===== src/rtl/kmp_pkg.sv =====
package kmp_pkg;

   localparam int MAX_PATTERN = 256;
   localparam int IDX_W       = $clog2(MAX_PATTERN);
   localparam int LEN_W       = IDX_W + 1;
   localparam int POS_W       = 32;
   localparam int START_W     = 32;

   localparam logic KIND_PATTERN = 1'b0;
   localparam logic KIND_TEXT    = 1'b1;

   typedef struct packed {
      logic       kind;
      logic [7:0] symbol;
      logic       first;
   } kmp_req_type;

   typedef struct packed {
      logic               match_found;
      logic [START_W-1:0] match_start;
      logic               pattern_overflow;
   } kmp_rsp_type;

   typedef struct packed {
      logic             pat_we;
      logic [IDX_W-1:0] pat_waddr;
      logic [7:0]       pat_wdata;
      logic             fail_we;
      logic [IDX_W-1:0] fail_waddr;
      logic [IDX_W-1:0] fail_wdata;
      logic [IDX_W-1:0] pat_raddr;
      logic [IDX_W-1:0] fail_raddr;
   } kmp_mem_ctl_type;

   typedef enum logic [2:0] {
      ST_IDLE,
      ST_READ,
      ST_CMP,
      ST_TAIL_READ,
      ST_TAIL_WAIT
   } kmp_state_type;

endpackage


===== src/rtl/kmp_store.sv =====
module kmp_store (
   input  logic                          clock,
   input  kmp_pkg::kmp_mem_ctl_type      mem_ctl,
   output logic [7:0]                    pat_rdata,
   output logic [kmp_pkg::IDX_W-1:0]     fail_rdata
);

   logic [7:0]                pattern_mem [kmp_pkg::MAX_PATTERN];
   logic [kmp_pkg::IDX_W-1:0] failure_mem [kmp_pkg::MAX_PATTERN];

   always_ff @(posedge clock) begin
      if (mem_ctl.pat_we) begin
         pattern_mem[mem_ctl.pat_waddr] <= mem_ctl.pat_wdata;
      end
      pat_rdata <= pattern_mem[mem_ctl.pat_raddr];
   end

   always_ff @(posedge clock) begin
      if (mem_ctl.fail_we) begin
         failure_mem[mem_ctl.fail_waddr] <= mem_ctl.fail_wdata;
      end
      fail_rdata <= failure_mem[mem_ctl.fail_raddr];
   end

endmodule


===== config.mk =====
export PLATFORM = sky130hd
export DESIGN_NAME = kmp_store
export DESIGN_NICKNAME = d
export VERILOG_FILES = /design/src/rtl/kmp_pkg.sv /design/src/rtl/kmp_store.sv
export SDC_FILE = /design/constraint.sdc
export NUM_CORES = 2
export LEC_CHECK = 0
export ABC_AREA = 1
export BUFFER_PORTS_ARGS = -buffer_cell sky130_fd_sc_hd__buf_2
export CORE_MARGIN = 2
export CORE_UTILIZATION = 44
export DETAILED_ROUTE_END_ITERATION = 8
export HOLD_SLACK_MARGIN = 0.02
export PLACE_DENSITY = 0.69
export SLEW_MARGIN = 0
export SYNTH_ARGS = -nofsm -noshare
export SYNTH_HDL_FRONTEND = slang
export SYNTH_SLANG_ARGS = --single-unit

===== constraint.sdc =====
create_clock -name clock -period 3.4 [get_ports clock]
set_input_delay 0.51 -clock clock [delete_from_list [all_inputs] [get_ports clock]]
set_output_delay 0.51 -clock clock [all_outputs]
set_load 0.01 [all_outputs]

==> results.ini <==
[synthesis]
synth.yosys.seq_area_share_pct=74.0
synth_top_area_share_pct=73.8
synth_top_cell_by_area=edfxtp_1
synth_fp_nets=14024
syn_area_um2=167000
synth.avg_cell_area_um2=11.9
synthTopCellsByArea=edfxtp_1 (74%), nand3_1 (12%), nand2_1 (9.5%), buf_2 (1.7%), nor2_1 (1.2%)
synth_cells=13973
synth_cell_types=16
synth-seq-cells=4112
yosysWarnings=0

[finish]
synthToLayoutAreaGrowth_pct=13.5
regArea_um2=123000
fillCellCount=31455
final_area_um2=189000
most-common-layout-cells=nand2_1 (4223), edfxtp_1 (4096), nand3_1 (4037), buf_4 (624), nor2_1 (530)
multiInputGateArea_um2=38300
final_util_pct=50.2
final_common_cell=nand2_1
drive_gt1_share_pct=9.55
nets=14307

[worst_setup_path]
worst_ep_arrival_time_ns=1.92
cpPeakStageDelay_ns=0.67
critPathCaptureType=output pin
crit_type=reg -> out
critical_path_buf_inv_count=1
ff2ff_path_depth=10
crit_slowest_cell=dfxtp_1
r2r-start=failure_mem[127][2]
crit_chain=buf_2
cp-start-kind=flip-flop
crit_required_ns=2.89
path_max_fanout=1
regToRegSetupSlack_ns=1.38
regToRegEndpoint=fail_rdata[2]
cpLargestDelayFamily=flip-flops

[timing]
worstMarginPinSlew_ns=1.16
rsz0062_at_grt=no
hold_violations=0
slew_headroom_pct=22.4
drv_slew=0
final.setup.worst_slack_ns=0.965
fmax_ghz=0.411
finalCritPeriodShare_pct=71.6
fin_skew_ns=0.111
period_needed_ns=2.43
tns_ns=0
setup_viol=0

[routing]
dr_total_vias=112160
via_per_inst=5.72
first_iter_violations=14871
drc_errors=0
drt_first_pass_iters=6
ant_nets=0
drt-total-wl_mm=452
wl_per_cell_um=23.1

[clock_network]
htreeDepth=5
cts_sinks=4112
clk_pin_slew_worst_paths_ns=0.06
cts_tree=built
cts_buffers=406
clock_latency_ns=1.01
clockBufferDepth=4
post_cts_resized=0
root_buffer=clkbuf_16

[worst_hold_path]
hold_start=mem_ctl[37]
holdPathStages=1
hold_end=pattern_mem[229][4]
hp-class=in -> reg

[floorplanning]
coreArea_um2=376000
core.rowCount=225
die_y_um=619
io_pins=67
fp.dieArea_um2=384000
start_util_pct=44.3
die_width_um=619

[place]
gp_congestion=0.883
io_buffers=66
hpwlAfterDp_mm=263
dpl-instance-area_um2=176000
place_ws_ns=0.225

[global_route]
grt_usage_pct=23.0
antenna_found_initial=29
grt_pass1_vias=106136
gr-total-overflow=0
grt_start_max_net_pins=136
grt_pass1_wl_mm=674

[run]
maxCapViolCount=0

[pwr]
power.density_nw_per_um2=560
leakagePower_nw=66.2
vdd_drop_max_v=0.000601

[run_status]
status=finished, final reports clean

-- layer usage --
metal	vias up	track usage, %	wire length, um
met4	14	8.77	17500
met3	931	4.25	48300
li1	50265	-	-
met5	-	0	93
met2	6352	35.9	209000
met1	54598	32.2	177000
-- layout make-up --
| type | instances | share of cell area [%] |
|---|---|---|
| Clock buffer | 511 | 5.64 |
| Sequential cell | 4112 | 65.2 |
| Multi-Input combinational cell | 8836 | 20.3 |
| Antenna cell | 19 | 0.0251 |
| Tap cell | 4994 | 3.30 |
| Clock inverter | 224 | 1.09 |
| Timing Repair Buffer | 840 | 4.30 |
| Inverter | 60 | 0.155 |
-- kinds of logic (layout without fill, tap and decap cells) --
logic type,Yosys count,count (layout),synth area share [%]
buffers and inverters,1025,1635,3.02
DFF,4112,4112,74.0
other,0,19,0
and+or+nand+nor,8836,8836,23.0
-- sequential cells by signal, summed over array words and instances, names as in the netlist --
register     cells
failure_mem   2048
fail_rdata       8
pat_rdata        8
pattern_mem   2048
-- synth_stat cells (all sizes together) --
cell / number
nand4: 7
nor2: 530
clkbuf: 205
edfxtp: 4096
buf: 760
nand2: 4233
inv: 60
nor3: 20
nand3: 4046
dfxtp: 16
-- worst max-delay path by stage --
stage | startpoint | endpoint | slack (ns) | depth (start not counted)
floorplan | mem_ctl[32] | failure_mem[104][0] | 1.19 | 5
global placement | mem_ctl[0] | fail_rdata[4] | 0.23 | 13
detailed placement | mem_ctl[0] | fail_rdata[5] | 0.22 | 13
CTS | fail_rdata[1] | fail_rdata[1] | 0.88 | 1
global route | fail_rdata[1] | fail_rdata[1] | 0.89 | 1
finish | fail_rdata[1] | fail_rdata[1] | 0.97 | 1
-- metrics by stage --
stage	power [mW]	hold slack [ns]	cells
after floorplan	60.4	0.609	13973
after global placement	63.4	0.838	18828
after detailed placement	63.5	0.847	18828
after CTS	106	0.0210	19577
after global routing	109	0.0775	19582
final	106	0.0634	19596
-- report_power, final --
group          leakage (nW)  switching (mW)  internal (mW)  total [mW]
clock network          6.19            19.1           24.2        43.3
registers              36.9          0.0947           55.9        56.0
logic                  23.0            4.89           1.70        6.60
-- what timing repair did --
item / 4_1_cts / 5_1_grt
hold endpoints to repair: 240 / 0
buffers inserted: 0 / 0
hold buffers: 14 / 0
Note: power is estimated with default switching activity, not from simulation.
