[src/rtl/kmp_pkg.sv]
package kmp_pkg;

   localparam int MAX_PATTERN = 256;
   localparam int IDX_W       = $clog2(MAX_PATTERN);
   localparam int LEN_W       = IDX_W + 1;
   localparam int POS_W       = 32;
   localparam int START_W     = 32;

   localparam logic KIND_PATTERN = 1'b0;
   localparam logic KIND_TEXT    = 1'b1;

   typedef struct packed {
      logic       kind;
      logic [7:0] symbol;
      logic       first;
   } kmp_req_type;

   typedef struct packed {
      logic               match_found;
      logic [START_W-1:0] match_start;
      logic               pattern_overflow;
   } kmp_rsp_type;

   typedef struct packed {
      logic             pat_we;
      logic [IDX_W-1:0] pat_waddr;
      logic [7:0]       pat_wdata;
      logic             fail_we;
      logic [IDX_W-1:0] fail_waddr;
      logic [IDX_W-1:0] fail_wdata;
      logic [IDX_W-1:0] pat_raddr;
      logic [IDX_W-1:0] fail_raddr;
   } kmp_mem_ctl_type;

   typedef enum logic [2:0] {
      ST_IDLE,
      ST_READ,
      ST_CMP,
      ST_TAIL_READ,
      ST_TAIL_WAIT
   } kmp_state_type;

endpackage

[src/rtl/kmp_seq.sv]
module kmp_seq (
   input  logic                          clock,
   input  logic                          reset,
   input  logic                          start,
   output logic                          busy,
   input  kmp_pkg::kmp_req_type          req_item,
   output logic                          rsp_strobe,
   output kmp_pkg::kmp_rsp_type          rsp_item,
   output kmp_pkg::kmp_mem_ctl_type      mem_ctl,
   input  logic [7:0]                    pat_rdata,
   input  logic [kmp_pkg::IDX_W-1:0]     fail_rdata
);

   kmp_pkg::kmp_state_type    state_ff, state_in;
   logic                      kind_ff, kind_in;
   logic [7:0]                sym_ff, sym_in;
   logic [kmp_pkg::IDX_W-1:0] pos_ff, pos_in;
   logic [kmp_pkg::LEN_W-1:0] j_ff, j_in;
   logic [kmp_pkg::LEN_W-1:0] plen_ff, plen_in;
   logic [kmp_pkg::IDX_W-1:0] blen_ff, blen_in;
   logic [kmp_pkg::LEN_W-1:0] mcount_ff, mcount_in;
   logic [kmp_pkg::POS_W-1:0] tidx_ff, tidx_in;
   logic                      rsp_strobe_ff, rsp_strobe_in;
   kmp_pkg::kmp_rsp_type      rsp_ff, rsp_in;

   logic                      accept;
   logic [kmp_pkg::LEN_W-1:0] eff_plen;
   logic [kmp_pkg::LEN_W-1:0] eff_mc;
   logic [kmp_pkg::LEN_W-1:0] j_m1;
   logic [kmp_pkg::LEN_W-1:0] j_next;
   logic                      sym_eq;
   logic [kmp_pkg::POS_W-1:0] start_pos;

   assign accept     = start && (state_ff == kmp_pkg::ST_IDLE);
   assign busy       = (state_ff != kmp_pkg::ST_IDLE);
   assign rsp_strobe = rsp_strobe_ff;
   assign rsp_item   = rsp_ff;

   // shared compare unit: one symbol compare per walk step
   assign sym_eq = (sym_ff == pat_rdata);
   assign j_m1   = j_ff - kmp_pkg::LEN_W'(1);
   assign j_next = sym_eq ? (j_ff + kmp_pkg::LEN_W'(1)) : j_ff;
   assign start_pos = tidx_ff - kmp_pkg::POS_W'(plen_ff);

   assign eff_plen = req_item.first ? '0 : plen_ff;
   assign eff_mc   = req_item.first ? '0 : mcount_ff;

   always_ff @(posedge clock) begin
      if (reset) begin
         state_ff      <= kmp_pkg::ST_IDLE;
         plen_ff       <= '0;
         blen_ff       <= '0;
         mcount_ff     <= '0;
         tidx_ff       <= '0;
         rsp_strobe_ff <= 1'b0;
      end else begin
         state_ff      <= state_in;
         plen_ff       <= plen_in;
         blen_ff       <= blen_in;
         mcount_ff     <= mcount_in;
         tidx_ff       <= tidx_in;
         rsp_strobe_ff <= rsp_strobe_in;
      end
   end

   always_ff @(posedge clock) begin
      kind_ff <= kind_in;
      sym_ff  <= sym_in;
      pos_ff  <= pos_in;
      j_ff    <= j_in;
      rsp_ff  <= rsp_in;
   end

   always_comb begin
      state_in      = state_ff;
      kind_in       = kind_ff;
      sym_in        = sym_ff;
      pos_in        = pos_ff;
      j_in          = j_ff;
      plen_in       = plen_ff;
      blen_in       = blen_ff;
      mcount_in     = mcount_ff;
      tidx_in       = tidx_ff;
      rsp_strobe_in = 1'b0;
      rsp_in        = rsp_ff;

      mem_ctl            = '0;
      mem_ctl.pat_raddr  = j_ff[kmp_pkg::IDX_W-1:0];
      mem_ctl.fail_raddr = j_m1[kmp_pkg::IDX_W-1:0];

      unique case (state_ff)
         kmp_pkg::ST_IDLE: begin
            if (accept) begin
               kind_in = req_item.kind;
               sym_in  = req_item.symbol;
               rsp_in  = '0;
               if (req_item.kind == kmp_pkg::KIND_PATTERN) begin
                  if (req_item.first) begin
                     plen_in   = '0;
                     blen_in   = '0;
                     mcount_in = '0;
                  end
                  if (eff_plen == kmp_pkg::LEN_W'(kmp_pkg::MAX_PATTERN)) begin
                     rsp_in.pattern_overflow = 1'b1;
                     rsp_strobe_in           = 1'b1;
                  end else begin
                     mem_ctl.pat_we    = 1'b1;
                     mem_ctl.pat_waddr = eff_plen[kmp_pkg::IDX_W-1:0];
                     mem_ctl.pat_wdata = req_item.symbol;
                     pos_in            = eff_plen[kmp_pkg::IDX_W-1:0];
                     if (eff_plen == '0) begin
                        // first pattern byte has an empty prefix-suffix
                        mem_ctl.fail_we    = 1'b1;
                        mem_ctl.fail_waddr = '0;
                        mem_ctl.fail_wdata = '0;
                        blen_in            = '0;
                        plen_in            = kmp_pkg::LEN_W'(1);
                        rsp_strobe_in      = 1'b1;
                     end else begin
                        j_in     = {1'b0, blen_ff};
                        state_in = kmp_pkg::ST_READ;
                     end
                  end
               end else begin
                  mcount_in = eff_mc;
                  // tidx holds the index of the next text byte from here on
                  tidx_in   = (req_item.first ? '0 : tidx_ff) + kmp_pkg::POS_W'(1);
                  if (plen_ff == '0) begin
                     rsp_strobe_in = 1'b1;
                  end else begin
                     j_in     = (eff_mc >= plen_ff) ? '0 : eff_mc;
                     state_in = kmp_pkg::ST_READ;
                  end
               end
            end
         end
         kmp_pkg::ST_READ: begin
            state_in = kmp_pkg::ST_CMP;
         end
         kmp_pkg::ST_CMP: begin
            if (j_ff != '0 && !sym_eq) begin
               // fall back through the failure table
               j_in     = {1'b0, fail_rdata};
               state_in = kmp_pkg::ST_READ;
            end else if (kind_ff == kmp_pkg::KIND_PATTERN) begin
               mem_ctl.fail_we    = 1'b1;
               mem_ctl.fail_waddr = pos_ff;
               mem_ctl.fail_wdata = j_next[kmp_pkg::IDX_W-1:0];
               blen_in            = j_next[kmp_pkg::IDX_W-1:0];
               plen_in            = {1'b0, pos_ff} + kmp_pkg::LEN_W'(1);
               rsp_strobe_in      = 1'b1;
               state_in           = kmp_pkg::ST_IDLE;
            end else if (j_next == plen_ff) begin
               j_in     = j_next;
               state_in = kmp_pkg::ST_TAIL_READ;
            end else begin
               mcount_in     = j_next;
               rsp_strobe_in = 1'b1;
               state_in      = kmp_pkg::ST_IDLE;
            end
         end
         kmp_pkg::ST_TAIL_READ: begin
            state_in = kmp_pkg::ST_TAIL_WAIT;
         end
         kmp_pkg::ST_TAIL_WAIT: begin
            // full match: keep the border so overlapping matches are found
            mcount_in          = {1'b0, fail_rdata};
            rsp_in.match_found = 1'b1;
            rsp_in.match_start = kmp_pkg::START_W'(start_pos);
            rsp_strobe_in      = 1'b1;
            state_in           = kmp_pkg::ST_IDLE;
         end
         default: begin
            state_in = kmp_pkg::ST_IDLE;
         end
      endcase
   end

endmodule

[config.mk]
export PLATFORM = sky130hd
export DESIGN_NAME = kmp_seq
export DESIGN_NICKNAME = d
export VERILOG_FILES = /design/src/rtl/kmp_pkg.sv /design/src/rtl/kmp_seq.sv
export SDC_FILE = /design/constraint.sdc
export NUM_CORES = 1
export LEC_CHECK = 0
export ABC_AREA = 1
export BUFFER_PORTS_ARGS = -buffer_cell sky130_fd_sc_hd__buf_2
export CORE_ASPECT_RATIO = 0.5
export CORE_MARGIN = 5
export CORE_UTILIZATION = 55
export CTS_CLUSTER_SIZE = 8
export DETAILED_ROUTE_END_ITERATION = 12
export PLACE_DENSITY = 0.83
export REMOVE_ABC_BUFFERS = 1
export SYNTH_ARGS = -nofsm -noshare
export SYNTH_HDL_FRONTEND = slang
export SYNTH_SLANG_ARGS = --single-unit
[constraint.sdc]
create_clock -name clock -period 4.65 [get_ports clock]
set_clock_uncertainty 0.2 [all_clocks]
set_input_delay 0.465 -clock clock [delete_from_list [all_inputs] [get_ports clock]]
set_output_delay 0.465 -clock clock [all_outputs]
set_load 0.02 [all_outputs]
==> key figures <==
Pwr
  – Pwr dens: 425 mW/mm2
  – Max VDD drop: 0.000230 V
  – Leak Pwr: 0.00429 uW

Clock network
  – Clk pin slew, worst setup/hold paths: 0.06 ns
  – Post_cts resized: 0
  – Clock sinks: 122
  – Post-CTS Setup Repair Bufs: 0
  – CTS Buf Count: 17
  – Worst skew pair latency: 0.42 ns
  – Clock buffer depth: 2
  – H-tree depth: 4
  – Root Buffer: clkbuf_16
  – CTS tree: yes
  – CTS Hold Buffers Added: 0

Setup path
  – CP Capture Type: output port
  – CP Cell Sequence: nor2_4 -> inv_1 -> nor2_4 -> inv_2 -> nor2_1 -> inv_1 -> o21ai_0 -> nand3_2 -> inv_1 -> nand2_1 -> inv_1 -> buf_2
  – Worst setup SP type: register
  – CP max stage cell: inv_1
  – Cell mode on critical path: inv_1
  – Crit path arrival time: 3.25 ns
  – CP bufs+invs: 6
  – Crit path required time: 3.98 ns
  – Worst path depth: 12
  – Crit Path Category: register to output port
  – Reg2Reg Depth: 14
  – Crit path largest cell delay: 0.36 ns
  – Crit Path Max Fanout: 25
  – CP top delay family: simple AND/OR/NAND/NOR gates

Yosys
  – Synth top area cells: edfxtp_1 22%, dfxtp_1 15%, nand2_1 11%
  – Syn Area/Cell: 6.93 um2
  – Synth Warn #: 0
  – Synth cell types: 46
  – Sequential area share after synthesis: 36.9%
  – FF+latch count, synth: 122
  – Leading area contributor after synthesis: edfxtp_1
  – Area share of the largest cell type after synthesis: 21.8%
  – Syn Inst Count: 1191
  – Synthesized cell area: 0.00825 mm2

STA
  – Setup TNS: 0 ns
  – Crit path time final: 3.91 ns
  – Final worst-path cycle share: 84.1%
  – # setup viols final: 0
  – RSZ-0062 raised after global routing: no
  – Hold Slack: 0.0299 ns
  – Worst-margin pin slew: 0.899 ns
  – Relative slew slack: 40.0%
  – Pins over their slew limit: 0
  – Fmax: 256 MHz
  – Fin. Hold Viols: 0

Routing
  – DR WL/cell: 15.8 um
  – Via density: 5.54
  – Via Count: 8303
  – Final antenna-violating net count: 0
  – First-pass DRT Iterations: 6
  – Drt total wl: 23700 um
  – DRC Markers: 0
  – Initial drt markers: 860

Place
  – Gp weighted congestion: 0.938
  – Placed wire-length estimate: 17400 um
  – # port buffers: 114

Layout
  – Commonest non-fill, non-tap cell in the layout: nand2_1
  – Sequential cell area: 0.00304 mm2
  – Area added between synthesis and finish: 14.5%
  – Most frequent cells in the layout: 245 x nand2_1, 183 x nor2_1, 178 x inv_1, 114 x buf_2, 82 x nand3_1
  – Total Nets Final: 1339
  – Area occupied by multi-input gates: 0.00427 mm2
  – Share of layout cells above drive strength 1: 16.2%
  – Filler Cell Count: 1305
  – Antenna diodes: 0

Die
  – Die H: 96.6 um
  – Die Span X: 183 um
  – Core area: 0.0146 mm2
  – Initial Utilization: 56.6%
  – Die area: 0.0177 mm2
  – Num ports: 115
  – Row count: 31

Global routing
  – Gr ovfl total: 0
  – Initial antenna violation count: 0
  – Vias in the first global route: 7839
  – First-pass GRT wire length: 38700 um
  – Global Route Usage Sum: 26.6%
  – Largest net degree at the start of global routing: 40

Min path
  – Class of the worst hold path: primary input to register
  – Hold path depth: 1

Run
  – Max-cap violation count: 0

Run status
  – Status: complete, no violations
==> layer usage <==
metal,part of all wire [%],track usage (%)
met2,46,44.0
met3,8.3,4.95
met4,2.7,9.61
met5,0,0
met1,43,35.0
==> stage by stage <==
stage	cell area [um2]	setup WS, ns	utilization [%]	instances	total power [uW]
6_report	9450	0.738	64.8	1498	4020
5_1_grt	9450	0.448	64.8	1498	4230
4_1_cts	9450	0.779	64.8	1498	4010
3_5_place_dp	8860	1.22	60.8	1466	2670
3_3_place_gp	8860	1.32	60.8	1466	2640
2_1_floorplan	8010	1.52	-	1150	2290
==> cells in the mapped netlist, drive strengths merged <==
cell type  instances
a211oi             3
a21oi             90
a22oi              2
a311oi             1
and3               1
buf               23
clkbuf            18
clkinv             2
dfxtp             62
edfxtp            60
fa                 1
ha                22
inv              184
nand2            263
nand3             88
nand3b             1
nand4             21
nor2             200
nor3              35
nor4              11
o211ai             5
o21a               5
o21ai             63
o22ai              5
o32ai              1
xnor2              3
xor2              21
==> layout make-up <==
cell class	instances	share of cell area (%)
multi-input combinational	842	45.2
sequential	122	32.2
clock buffer	20	4.62
inverter	186	7.40
tap	198	2.62
clock inverter	12	1.58
timing repair buffer	118	6.36
==> flip-flops by register name, indices dropped and copies added, names as in the netlist <==
register and flops:
blen_ff 8, j_ff 9, kind_ff 1, mcount_ff 9
plen_ff 9, pos_ff 8, rsp_item 34, rsp_strobe 1
state_ff 3, sym_ff 8, tidx_ff 32
==> power breakdown <==
group	internal (uW)	switching, uW	total, uW	leakage [uW]
combinational	381	927	1310	0.00292
clock	839	499	1340	0.000278
sequential	1280	96.9	1370	0.00110
==> final timing paths <==
check / start / endpoint / slack, ns
min reg2reg: blen_ff[6] / blen_ff[6] / 0.27
max: state_ff[2] / mem_ctl[32] / 0.74
min: req_item[8] / sym_ff[7] / 0.03
max reg2reg: state_ff[2] / plen_ff[4] / 1.47
==> cells by family (layout without fill, tap and decap cells) <==
logic type | after synthesis | count (layout) | synth area share [%]
flip-flops | 122 | 122 | 36.9
adder cells (fa/ha/maj) | 23 | 23 | 3.58
AO/OA/AOI/OAI | 175 | 175 | 11.8
AND/OR/NAND/NOR | 620 | 620 | 33.8
XOR/XNOR | 24 | 24 | 2.55
buffers and inverters | 227 | 336 | 11.4
==> worst reg2reg max path, stage by stage, from the launching register on <==
cell and delay (ns):
dfxtp_1 0.35, nor2_4 0.14, inv_1 0.09, nor2_4 0.33
inv_2 0.29, nor2_1 0.17, inv_1 0.07, o21ai_0 0.09
nand3_2 0.22, inv_1 0.37, nand2_1 0.33, inv_1 0.18
o22ai_1 0.09, inv_1 0.08, nor2_1 0.04
No activity file was read; power rests on OpenSTA's default activity.
